[src/swm_pkg.sv]
// Shared constants, types and helpers of the sliding window maximum block.
package swm_pkg;

   // Window storage depth and derived widths
   localparam int WIN_MAX = 64;
   localparam int IDX_W   = $clog2(WIN_MAX);
   localparam int CNT_W   = $clog2(WIN_MAX + 1);
   localparam int DATA_W  = 32;
   localparam int WLEN_W  = 7;

   // Register port
   localparam int CSR_AW = 2;
   localparam int CSR_DW = 32;
   localparam logic [CSR_AW-1:0] CSR_WLEN_ADDR = 2'd0;
   localparam logic [WLEN_W-1:0] WLEN_RESET    = 7'd3;

   typedef logic signed [DATA_W-1:0] sample_type;
   typedef logic [CNT_W-1:0]         cnt_type;
   typedef logic [IDX_W-1:0]         idx_type;
   typedef logic [WLEN_W-1:0]        wlen_type;

   typedef enum logic [1:0] {
      ST_IDLE = 2'b01,
      ST_SCAN = 2'b10
   } state_type;

   // Controller to datapath
   typedef struct packed {
      logic accept;      // item taken this cycle
      logic start_scan;  // item gives a result: arm the history scan
      logic scan;        // scan in progress
      logic load_out;    // move the finished maximum to the output register
   } ctrl_cmd_type;

   // Datapath to controller
   typedef struct packed {
      logic has_result;  // the offered item completes a window
      logic scan_done;   // all history reads issued and compared
      logic out_free;    // output register can take a result this cycle
   } ctrl_status_type;

   // Window length as used: zero counts as one, clipped to the storage depth
   function automatic cnt_type eff_window(input wlen_type wl);
      cnt_type res;
      if (wl == '0) begin
         res = cnt_type'(1);
      end else if (int'(wl) > WIN_MAX) begin
         res = cnt_type'(WIN_MAX);
      end else begin
         res = cnt_type'(wl);
      end
      return res;
   endfunction

endpackage

[src/swm_req_if.sv]
// Input channel: one sample item with its end-of-sequence flag.
interface swm_req_if;
   import swm_pkg::*;
   logic       valid;
   logic       ready;
   sample_type sample;
   logic       last_of_sequence;

   modport source (output valid, output sample, output last_of_sequence, input ready);
   modport sink   (input valid, input sample, input last_of_sequence, output ready);
endinterface

[src/swm_rsp_if.sv]
// Result channel: window maximum with its final mark.
interface swm_rsp_if;
   import swm_pkg::*;
   logic       valid;
   logic       ready;
   sample_type window_max;
   logic       is_final;

   modport source (output valid, output window_max, output is_final, input ready);
   modport sink   (input valid, input window_max, input is_final, output ready);
endinterface

[src/sliding_window_maximum_top.sv]
// Top level of the sliding window maximum block: channels, register port, units.
//
// Usage:
//   req_ch carries one signed 32-bit sample item with a last_of_sequence flag.
//   Each item that brings the current sequence to window_len samples or more
//   gives one item on rsp_ch: the maximum of the latest window_len samples,
//   with is_final set on the result of the sequence's last sample. A sequence
//   shorter than the window gives nothing; the last item clears the sequence.
//   window_len is written over the APB-style port at byte address 0; zero is
//   taken as 1 and values above 64 as 64. Write it only while idle.
// Steps:
//   An item that gives no result is only stored. An item that gives a result
//   is taken, then one history read per older sample of the window is made
//   and compared, and the maximum is loaded into the output register.
//   The result shows on rsp_ch from the cycle after that load.
// Reset: synchronous, clears the sequence; window_len returns to 3.
// Stall: a result waits in the output register; the next item is still taken
//   and scanned, but no item is taken while a scan is in progress, and a
//   scan whose result is ready waits while the previous one has not been taken.
module sliding_window_maximum_top
   import swm_pkg::*;
(
   input  logic              clock,
   input  logic              reset,
   swm_req_if.sink           req_ch,
   swm_rsp_if.source         rsp_ch,
   input  logic              csr_psel,
   input  logic              csr_penable,
   input  logic              csr_pwrite,
   input  logic [CSR_AW-1:0] csr_paddr,
   input  logic [CSR_DW-1:0] csr_pwdata,
   output logic [CSR_DW-1:0] csr_prdata,
   output logic              csr_pready
);

   wlen_type        window_len_ff;
   ctrl_cmd_type    cmd;
   ctrl_status_type status;
   logic            csr_wr;

   // Register port
   assign csr_pready = 1'b1;
   assign csr_wr     = csr_psel && csr_penable && csr_pwrite && csr_pready
                       && (csr_paddr == CSR_WLEN_ADDR);

   always_ff @(posedge clock) begin
      if (reset) begin
         window_len_ff <= WLEN_RESET;
      end else if (csr_wr) begin
         window_len_ff <= csr_pwdata[WLEN_W-1:0];
      end
   end

   always_comb begin
      csr_prdata = '0;
      if (csr_paddr == CSR_WLEN_ADDR) begin
         csr_prdata = {{(CSR_DW-WLEN_W){1'b0}}, window_len_ff};
      end
   end

   swm_ctrl u_ctrl (
      .clock     (clock),
      .reset     (reset),
      .req_valid (req_ch.valid),
      .req_ready (req_ch.ready),
      .status    (status),
      .cmd       (cmd)
   );

   swm_datapath u_datapath (
      .clock            (clock),
      .reset            (reset),
      .cmd              (cmd),
      .status           (status),
      .window_len       (window_len_ff),
      .sample           (req_ch.sample),
      .last_of_sequence (req_ch.last_of_sequence),
      .rsp_ready        (rsp_ch.ready),
      .rsp_valid        (rsp_ch.valid),
      .window_max       (rsp_ch.window_max),
      .is_final         (rsp_ch.is_final)
   );

endmodule

[src/swm_ctrl.sv]
// Controller state machine: takes items and sequences the history scan.
module swm_ctrl
   import swm_pkg::*;
(
   input  logic            clock,
   input  logic            reset,
   input  logic            req_valid,
   output logic            req_ready,
   input  ctrl_status_type status,
   output ctrl_cmd_type    cmd
);

   state_type state_ff, state_in;

   // Commands
   always_comb begin
      req_ready      = (state_ff == ST_IDLE);
      cmd.accept     = req_valid && req_ready;
      cmd.start_scan = cmd.accept && status.has_result;
      cmd.scan       = (state_ff == ST_SCAN);
      cmd.load_out   = (state_ff == ST_SCAN) && status.scan_done && status.out_free;
   end

   // Next state
   always_comb begin
      state_in = state_ff;
      unique case (state_ff)
         ST_IDLE: begin
            if (cmd.start_scan) state_in = ST_SCAN;
         end
         ST_SCAN: begin
            if (cmd.load_out) state_in = ST_IDLE;
         end
         default: state_in = ST_IDLE;
      endcase
   end

   always_ff @(posedge clock) begin
      if (reset) begin
         state_ff <= ST_IDLE;
      end else begin
         state_ff <= state_in;
      end
   end

endmodule

[src/swm_datapath.sv]
// Datapath: sample history memory, sequence counters, max scan and output register.
module swm_datapath
   import swm_pkg::*;
(
   input  logic            clock,
   input  logic            reset,
   input  ctrl_cmd_type    cmd,
   output ctrl_status_type status,
   input  wlen_type        window_len,
   input  sample_type      sample,
   input  logic            last_of_sequence,
   input  logic            rsp_ready,
   output logic            rsp_valid,
   output sample_type      window_max,
   output logic            is_final
);

   // History of the latest samples, indexed by position modulo the depth
   sample_type hist_mem [WIN_MAX];

   idx_type    wr_ptr_ff, wr_ptr_in;
   cnt_type    seen_ff, seen_in, seen_next;
   idx_type    issue_cnt_ff;
   idx_type    rd_addr_ff;
   logic       rd_vld_ff;
   sample_type rd_data_ff;
   sample_type max_ff;
   logic       last_ff;
   logic       out_valid_ff;
   sample_type out_max_ff;
   logic       out_final_ff;
   cnt_type    win;

   // Sequence bookkeeping
   always_comb begin
      win       = eff_window(window_len);
      seen_next = (seen_ff < cnt_type'(WIN_MAX)) ? seen_ff + cnt_type'(1) : seen_ff;
      seen_in   = last_of_sequence ? '0 : seen_next;
      wr_ptr_in = last_of_sequence ? '0 : wr_ptr_ff + idx_type'(1);
   end

   assign status.has_result = (seen_next >= win);
   assign status.scan_done  = (issue_cnt_ff == '0) && !rd_vld_ff;
   assign status.out_free   = !out_valid_ff || rsp_ready;

   always_ff @(posedge clock) begin
      if (reset) begin
         wr_ptr_ff <= '0;
         seen_ff   <= '0;
      end else if (cmd.accept) begin
         wr_ptr_ff <= wr_ptr_in;
         seen_ff   <= seen_in;
      end
   end

   // History write on accept
   always_ff @(posedge clock) begin
      if (cmd.accept) begin
         hist_mem[wr_ptr_ff] <= sample;
      end
   end

   // Scan read port: one older sample a cycle, data registered
   always_ff @(posedge clock) begin
      if (cmd.scan && issue_cnt_ff != '0) begin
         rd_data_ff <= hist_mem[rd_addr_ff];
      end
   end

   always_ff @(posedge clock) begin
      if (reset) begin
         issue_cnt_ff <= '0;
         rd_vld_ff    <= 1'b0;
      end else if (cmd.start_scan) begin
         issue_cnt_ff <= idx_type'(win - cnt_type'(1));
         rd_vld_ff    <= 1'b0;
      end else if (cmd.scan && issue_cnt_ff != '0) begin
         issue_cnt_ff <= issue_cnt_ff - idx_type'(1);
         rd_vld_ff    <= 1'b1;
      end else begin
         rd_vld_ff    <= 1'b0;
      end
   end

   // Read address walks back from the newest stored sample
   always_ff @(posedge clock) begin
      if (cmd.start_scan) begin
         rd_addr_ff <= wr_ptr_ff - idx_type'(1);
      end else if (cmd.scan && issue_cnt_ff != '0) begin
         rd_addr_ff <= rd_addr_ff - idx_type'(1);
      end
   end

   // Running maximum, seeded with the new sample
   always_ff @(posedge clock) begin
      if (cmd.accept) begin
         max_ff  <= sample;
         last_ff <= last_of_sequence;
      end else if (rd_vld_ff && (rd_data_ff > max_ff)) begin
         max_ff  <= rd_data_ff;
      end
   end

   // Output register
   always_ff @(posedge clock) begin
      if (reset) begin
         out_valid_ff <= 1'b0;
      end else if (cmd.load_out) begin
         out_valid_ff <= 1'b1;
      end else if (rsp_ready) begin
         out_valid_ff <= 1'b0;
      end
   end

   always_ff @(posedge clock) begin
      if (cmd.load_out) begin
         out_max_ff   <= max_ff;
         out_final_ff <= last_ff;
      end
   end

   assign rsp_valid  = out_valid_ff;
   assign window_max = out_max_ff;
   assign is_final   = out_final_ff;

`ifndef ASSERT_OFF
   a_rd_from_scan: assert property (@(posedge clock) disable iff (reset)
      rd_vld_ff |-> $past(cmd.scan))
      else $error("history read data valid without a scan issue");

   a_load_when_done: assert property (@(posedge clock) disable iff (reset)
      cmd.load_out |-> (issue_cnt_ff == '0) && !rd_vld_ff)
      else $error("result loaded before the scan finished");

   a_accept_quiet: assert property (@(posedge clock) disable iff (reset)
      cmd.accept |-> (issue_cnt_ff == '0) && !rd_vld_ff)
      else $error("item accepted during a scan");

   a_seen_bound: assert property (@(posedge clock) disable iff (reset)
      seen_ff <= cnt_type'(WIN_MAX))
      else $error("sample count beyond storage depth");

   a_no_overwrite: assert property (@(posedge clock) disable iff (reset)
      (out_valid_ff && !rsp_ready) |-> !cmd.load_out)
      else $error("pending result overwritten");
`endif

endmodule
[src/flat_wrapper.sv]
// flat-port wrapper written by rule: the top's interface ports become plain ports
module sliding_window_maximum_top_flat import swm_pkg::*;
  (clock, reset, csr_psel, csr_penable, csr_pwrite, csr_paddr, csr_pwdata, csr_prdata, csr_pready, req_ch_valid, req_ch_sample, req_ch_last_of_sequence, req_ch_ready, rsp_ch_valid, rsp_ch_window_max, rsp_ch_is_final, rsp_ch_ready);
  swm_req_if req_ch_i ();
  swm_rsp_if rsp_ch_i ();
  input  logic clock;
  input  logic reset;
  input  logic csr_psel;
  input  logic csr_penable;
  input  logic csr_pwrite;
  input  logic [CSR_AW-1:0] csr_paddr;
  input  logic [CSR_DW-1:0] csr_pwdata;
  output logic [CSR_DW-1:0] csr_prdata;
  output logic csr_pready;
  input wire logic [$bits(req_ch_i.valid)-1:0] req_ch_valid;
  input wire logic [$bits(req_ch_i.sample)-1:0] req_ch_sample;
  input wire logic [$bits(req_ch_i.last_of_sequence)-1:0] req_ch_last_of_sequence;
  output wire logic [$bits(req_ch_i.ready)-1:0] req_ch_ready;
  output wire logic [$bits(rsp_ch_i.valid)-1:0] rsp_ch_valid;
  output wire logic [$bits(rsp_ch_i.window_max)-1:0] rsp_ch_window_max;
  output wire logic [$bits(rsp_ch_i.is_final)-1:0] rsp_ch_is_final;
  input wire logic [$bits(rsp_ch_i.ready)-1:0] rsp_ch_ready;
  assign req_ch_i.valid = req_ch_valid;
  assign req_ch_i.sample = req_ch_sample;
  assign req_ch_i.last_of_sequence = req_ch_last_of_sequence;
  assign req_ch_ready = req_ch_i.ready;
  assign rsp_ch_valid = rsp_ch_i.valid;
  assign rsp_ch_window_max = rsp_ch_i.window_max;
  assign rsp_ch_is_final = rsp_ch_i.is_final;
  assign rsp_ch_i.ready = rsp_ch_ready;
  sliding_window_maximum_top u_core (.clock(clock), .reset(reset), .req_ch(req_ch_i), .rsp_ch(rsp_ch_i), .csr_psel(csr_psel), .csr_penable(csr_penable), .csr_pwrite(csr_pwrite), .csr_paddr(csr_paddr), .csr_pwdata(csr_pwdata), .csr_prdata(csr_prdata), .csr_pready(csr_pready));
endmodule
[config.mk]
export PLATFORM = sky130hd
export DESIGN_NAME = sliding_window_maximum_top_flat
export DESIGN_NICKNAME = d
export VERILOG_FILES = /design/src/swm_pkg.sv /design/src/swm_req_if.sv /design/src/swm_rsp_if.sv /design/src/sliding_window_maximum_top.sv /design/src/swm_ctrl.sv /design/src/swm_datapath.sv /design/src/flat_wrapper.sv
export SDC_FILE = /design/constraint.sdc
export NUM_CORES = 2
export LEC_CHECK = 0
export ABC_AREA = 1
export ABC_CLOCK_PERIOD_IN_PS = 4800
export BUFFER_PORTS_ARGS = -buffer_cell sky130_fd_sc_hd__buf_2
export CAP_MARGIN = 20
export CORE_ASPECT_RATIO = 1.4
export CORE_UTILIZATION = 35
export CTS_BUF_LIST = sky130_fd_sc_hd__clkbuf_8
export CTS_CLUSTER_SIZE = 40
export DETAILED_ROUTE_END_ITERATION = 8
export PLACE_DENSITY_LB_ADDON = 0.1
export SLEW_MARGIN = 20
export SYNTH_ARGS = -nofsm -noshare
export SYNTH_HDL_FRONTEND = slang
export SYNTH_HIERARCHICAL = 1
export SYNTH_SLANG_ARGS = --single-unit
[constraint.sdc]
create_clock -name clock -period 4.8 [get_ports clock]
set_clock_uncertainty 0.2 [all_clocks]
set_input_delay 0.24 -clock clock [delete_from_list [all_inputs] [get_ports clock]]
set_output_delay 0.24 -clock clock [all_outputs]
set_load 0.005 [all_outputs]
---- After elaboration in Yosys (flattened, before gate mapping) ----
Memory sizes are Yosys's and may differ from the RTL's. A register that Yosys moved wholly into a read port is not among the register bits.
Index checks and enable logic that the tools add are counted.
operators by class
  add/subtract/negate cells ............... 6
  multiply operators ...................... 0
  divide/modulo/power cells ............... 0
  order comparisons ....................... 4
  equality and inequality tests ........... 4
  shift-type cells ........................ 0
  multiplexer cells ....................... 20
  bitwise gates (word level) .............. 0
  reduce and logical (&&, ||, !) cells .... 22
operators by type and width
  cell                                                                    count
  32-bit 2-to-1 mux                                                       2
  7-bit 2-to-1 mux                                                        5
  32-bit greater-than comparator                                          1
  6-bit 2-to-1 mux                                                        5
  6-bit by 1-bit subtractor with 6-bit output (second input constant)     4
  1-bit logical AND                                                       10
  7-bit by 1-bit adder with 7-bit output (second input constant)          1
  7-bit >= comparator                                                     1
  7-bit greater-than comparator (second input constant)                   1
  7-bit zero test                                                         1
  7-bit less-than comparator (second input constant)                      1
  6-bit by 1-bit adder with 6-bit output (second input constant)          1
  6-bit zero test                                                         1
  2-bit nonzero test                                                      3
  6-bit nonzero test                                                      1
  1-bit 2-to-1 mux                                                        5
  2-bit 2-to-1 mux                                                        2
  2-bit by 1-bit != test with 1-bit output (second input constant)        2
  2-bit case mux with 2 select lines                                      1
  2-bit by 1-bit equality test with 1-bit output (second input constant)  1
  2-bit equality test (second input constant)                             1
  1-bit zero test                                                         2
  2-bit zero test                                                         1
  2-bit AND reduction                                                     1
  2 further kinds                                                         2
storage, ports and cells
  register bits ........................... 102
  latch bits .............................. 0
  RAM bits ................................ 2048
  memory bits (read-only) ................. 0
  input bits .............................. 74
  output and inout bits ................... 68
  logic and storage cells ................. 69
  memories ................................ 1
memory list
  memory                      depth  bits a word  rd ports  clocked after memory_dff  wr ports  line                RTL
  u_core.u_datapath.hist_mem  64     32           1         1                         1         swm_datapath.sv:19  sample_type hist_mem [WIN_MAX];

---- Longest topological paths before layout ----
  depth after elaboration ................. 7
  mapped depth ............................ 22

---- Modules after synthesis ----
The synthesis kept the hierarchy.
modules (own cells, without submodules)
  module                      times used  cells each  area an instance (µm²)  seq. area each (µm²)
  swm_datapath                1           6897        87024.7                 65042.4
  sliding_window_maximum_top  1           91          601.8                   140.1
  swm_ctrl                    1           19          123.9                   40.0

---- Worst setup path before layout ----
Ideal clock, no wire load.
  kind .................................... flip-flop to flip-flop
  from .................................... register u_core.u_ctrl.state_ff[1]
  to ...................................... memory u_core/u_datapath/hist_mem[41][0] (netlist name) (enable)
  library setup time ...................... 0.461 ns
  arrival ................................. 3.260 ns
  required time ........................... 4.139 ns
  setup slack ............................. 0.878 ns
  stages on the path, launching flop included .. 9
  buffers on the path ..................... 1
  period minus slack after synthesis ...... 3.922 ns
  cells stage by stage .................... dfxtp_1 -> inv_2 -> nand2_1 -> nor2_1 -> clkbuf_1 -> nand2_1 -> nor2_1 -> inv_1 -> nor3_1
RTL lines
  item                    line                RTL
  from (decl)             swm_ctrl.sv:13      state_type state_ff, state_in;
  from (signal assigned)  swm_ctrl.sv:42      state_ff <= state_in;
  to (decl)               swm_datapath.sv:19

==> results by stage <==
Worst setup path:
- The worst setup path is of the reg2reg kind.
- STA classifies the critical path startpoint as a register.
- The top fanout value on the critical path is 20.
- STA classifies the critical path endpoint as a register.
- Data on the critical path arrives at its endpoint at 4770 ps.
- Data on the critical path is required at its endpoint by 5440 ps.

Yosys:
- The number of synthesized register bits is 2,182.
- After synthesis, the netlist uses 46 different library cells.
- The yosys synthesis warning count is 6.
- The post-synthesis area per instance is 12.5 um2.
- The portion of the post-synthesis area used by sequential elements is 0.743.
- The mapped netlist covers 87,800 um2.
- Counting every instance in the synthesized netlist gives 7,007.

Global routing:
- The global-route usage over all layers is 0.216.
- The first-pass GRT wire length is 397,000 um.
- The total overflow left after global routing is 0.
- The number of global-route vias before repair is 55.9k.
- Entering global routing, the biggest net connects 174 pins.
- The initial antenna violation count is 14.

Layout:
- At the end of the flow the core is filled with cells to 0.399.
- The top cell types in the final layout, fill and taps aside, are sky130_fd_sc_hd__edfxtp_1, sky130_fd_sc_hd__nand2_1, sky130_fd_sc_hd__nor2_1, sky130_fd_sc_hd__o21ai_0, sky130_fd_sc_hd__nand3_1.
- The leading cell type in the layout, fill and taps excluded is sky130_fd_sc_hd__edfxtp_1.
- The area added between synthesis and finish is 13.4%.
- The final non-filler cell total is 10.8k.
- In the final design database the tool counted 7,401 nets.
- The fraction of final layout cells sized beyond drive strength 1 is 0.104.
- Summing all non-filler instances in the final layout gives an area of 99,500 um2.

Placement:
- Summing all placed instances gives a cell area of 92,600 um2.
- At the placement stage, the worst setup path has a slack of 786 ps.
- The final RePlAce weighted congestion is 0.804.
- Once placement completed, the tool counted placed cells totaling 10.1k.
- Detailed placement finished with a half-perimeter wire length of 153,000 um.
- The number of buffers added on ports is 90.

CTS:
- The count of hold buffers inserted by post-cts repair is 83.
- The clock reaches the later pin of the worst-skew pair after 970 ps.
- Buffers inserted during clock tree synthesis total 352.
- For this design, the sink count on the clock tree is 2,182.
- The cell sitting at the root of the clock tree is a sky130_fd_sc_hd__clkbuf_8.
- The clock tree from TritonCTS is done.
- The number of gates resized after CTS was 0.
- Buffers added to address setup during post-CTS repair amount to 0.
- The H-tree generated during clock tree synthesis spans 5 levels.
- The buffer depth of the longest clock path is 4.
- The clock slew seen by the registers of the worst setup and hold paths is 60 ps.

Power and ir drop:
- The total leakage power is 33.9 nW.
- The power density of the placed cells is 409 nW/um2.
- The worst-case IR drop observed on VDD is 0.197 mV.
- The share of total power dissipated in the clock network is 0.355.
- Of the total power, combinational logic draws 0.125.
- The share of total power dissipated in sequential elements is 0.520.
- The internal power is 0.0295 W.
- The switching power is 0.0112 W.
- The switching share of total power is 0.276.

Timing:
- The count of endpoints failing setup in the final report is 0.
- The clock period could shrink to 4130 ps.
- Timing would allow up to 0.242 GHz.
- The relative max-transition margin is 0.194.
- The final hold violation count is 0.
- For the pin with the worst max-slew slack, the measured transition is 1210 ps.
- The final total negative setup slack is 0 ps.
- The number of pins exceeding their max-slew limit in the final report is 0.
- Dividing the final minimum period by the clock period gives 0.860.
- Setup repair after global routing left no endpoint under its margin.
- The smallest setup slack after layout is 672 ps.

Drt:
- The detail-routed net length per standard cell is 25.6 um.
- The total via count in the routed design is 56.8k.
- Before antenna repair, the detailed router went through 6 iterations.
- The detailed router finished its first iteration with 4,906 violations.
- The total length of routed wires is 278,000 um.
- The via density per instance is 5.25.
- Once detail routing completed, the nets flagged for antenna violations numbered 0.
- The remaining routing DRC violations is 0.

Die:
- The core area is 250,000 um2.
- The die is 594 um tall.
- The site row count is 217.
- The horizontal die dimension is 425 um.
- The count of pins on the block boundary is 142.
- The die covers 253,000 um2.
- The starting density of the core is 0.352.

Min path:
- The type of the most critical hold path is in2reg.

Outcome:
- The flow ran to the end, and the final reports show no timing, DRC or antenna violations.

Run:
- The tool flagged a number of max-cap violations equal to 0.
[synthesized netlist by cell type (all sizes together)]
master / count / area (um2)
and3b: 1 / 8.76
a21o: 1 / 7.51
clkinv: 1 / 3.75
conb: 2 / 7.51
buf: 280 / 1720
and2: 1 / 6.26
o21a: 2 / 15.0
nand3b: 1 / 7.51
a21oi: 128 / 644
dfxtp: 30 / 601
ha: 43 / 538
xnor2: 6 / 52.6
o2111ai: 1 / 8.76
or2: 1 / 6.26
nand3: 600 / 3010
xor2: 3 / 26.3
nand2: 1007 / 3790
clkbuf: 206 / 806
a2111oi: 1 / 8.76
nand4: 8 / 56.3
nor4: 3 / 18.8
o31ai: 1 / 7.51
o22ai: 416 / 2600
a31oi: 2 / 12.5
o21ai: 952 / 4760
edfxtp: 2152 / 64600
nor2: 948 / 3580
nor3: 9 / 45.0
inv: 201 / 771
[stage by stage]
stage	hold WS (ps)	power, W
floorplan	102	0.0244
global placement	204	0.0266
detailed placement	221	0.0266
CTS	5.90	0.0412
global route	64.7	0.0423
finish	94.6	0.0407
[flip-flops by register name, summed over array words and instances, names as in the netlist, 7 cells and up]
name / flops
u_core/u_datapath/window_max: 32
u_core/u_datapath/max_ff: 32
u_core/u_datapath/seen_ff: 7
u_core/u_datapath/hist_mem: 2048
u_core/window_len_ff: 7
u_core/u_datapath/rd_data_ff: 32
[per-layer routing]
metal  track usage  wire length (um)  share of wire  up-vias
li1              -                 -              -    26000
met1         0.284            120000           0.43    29000
met2         0.369            138000           0.50     1496
met3        0.0291             12900          0.047      361
met4        0.0612              6930          0.025        0
met5             0                 0              0        -
[path summary, 6_finish.rpt]
kind         slack [ps]  cells past startpoint                         start                                 end
min                  90                      2             req_ch_sample[21]  u_core/u_datapath/hist_mem[26][21]
max                 670                     15  u_core/u_datapath/seen_ff[0]   u_core/u_datapath/issue_cnt_ff[4]
max reg2reg         670                     15  u_core/u_datapath/seen_ff[0]   u_core/u_datapath/issue_cnt_ff[4]
min reg2reg         240                      0     u_core/u_datapath/last_ff          u_core/u_datapath/is_final
[logic make-up (layout without fill, tap and decap cells)]
logic type | count (synthesis) | in the layout | share of synthesized area
buf+inv | 688 | 1200 | 0.0376
fa+ha+maj | 43 | 43 | 0.00613
compound gates | 1504 | 1504 | 0.0920
flops | 2182 | 2182 | 0.743
xor+xnor | 9 | 9 | 0.000898
simple gates | 2579 | 2579 | 0.120
other cells | 2 | 33 | 0.0000856
[power by group through the flow]
stage / Sequential (W) / Combinational, W / Clock, W
finish: 0.0212 / 0.00508 / 0.0144
global route: 0.0212 / 0.00553 / 0.0157
CTS: 0.0212 / 0.00511 / 0.0149
detailed placement: 0.0216 / 0.00506 / 0
global placement: 0.0216 / 0.00503 / 0
floorplan: 0.0215 / 0.00292 / 0
[worst max-delay path, cell delays in order (launching register included)]
cell	delay (ps)
sky130_fd_sc_hd__dfxtp_1	390
sky130_fd_sc_hd__ha_1	220
sky130_fd_sc_hd__nand2_1	80
sky130_fd_sc_hd__xnor2_1	160
sky130_fd_sc_hd__ha_1	330
sky130_fd_sc_hd__nand2_1	50
sky130_fd_sc_hd__o21ai_0	210
sky130_fd_sc_hd__nand4_1	120
sky130_fd_sc_hd__o2111ai_1	140
sky130_fd_sc_hd__nand4_2	170
sky130_fd_sc_hd__inv_1	550
sky130_fd_sc_hd__inv_1	300
sky130_fd_sc_hd__nand2_1	660
sky130_fd_sc_hd__o31ai_1	160
sky130_fd_sc_hd__o21ai_0	210
sky130_fd_sc_hd__inv_1	50
[layout make-up]
| type | instances | area (um2) |
|---|---|---|
| diodes | 7 | 17.5 |
| clock buffers | 356 | 4900 |
| clock inverters | 257 | 1140 |
| fillers | 23800 | 150000 |
| inverters | 202 | 805 |
| multi-input cells | 4161 | 19800 |
| flip-flops and latches | 2182 | 65200 |
| well taps | 3285 | 4110 |
| repair buffers | 385 | 3500 |
Power figures use the tool's default switching activity.
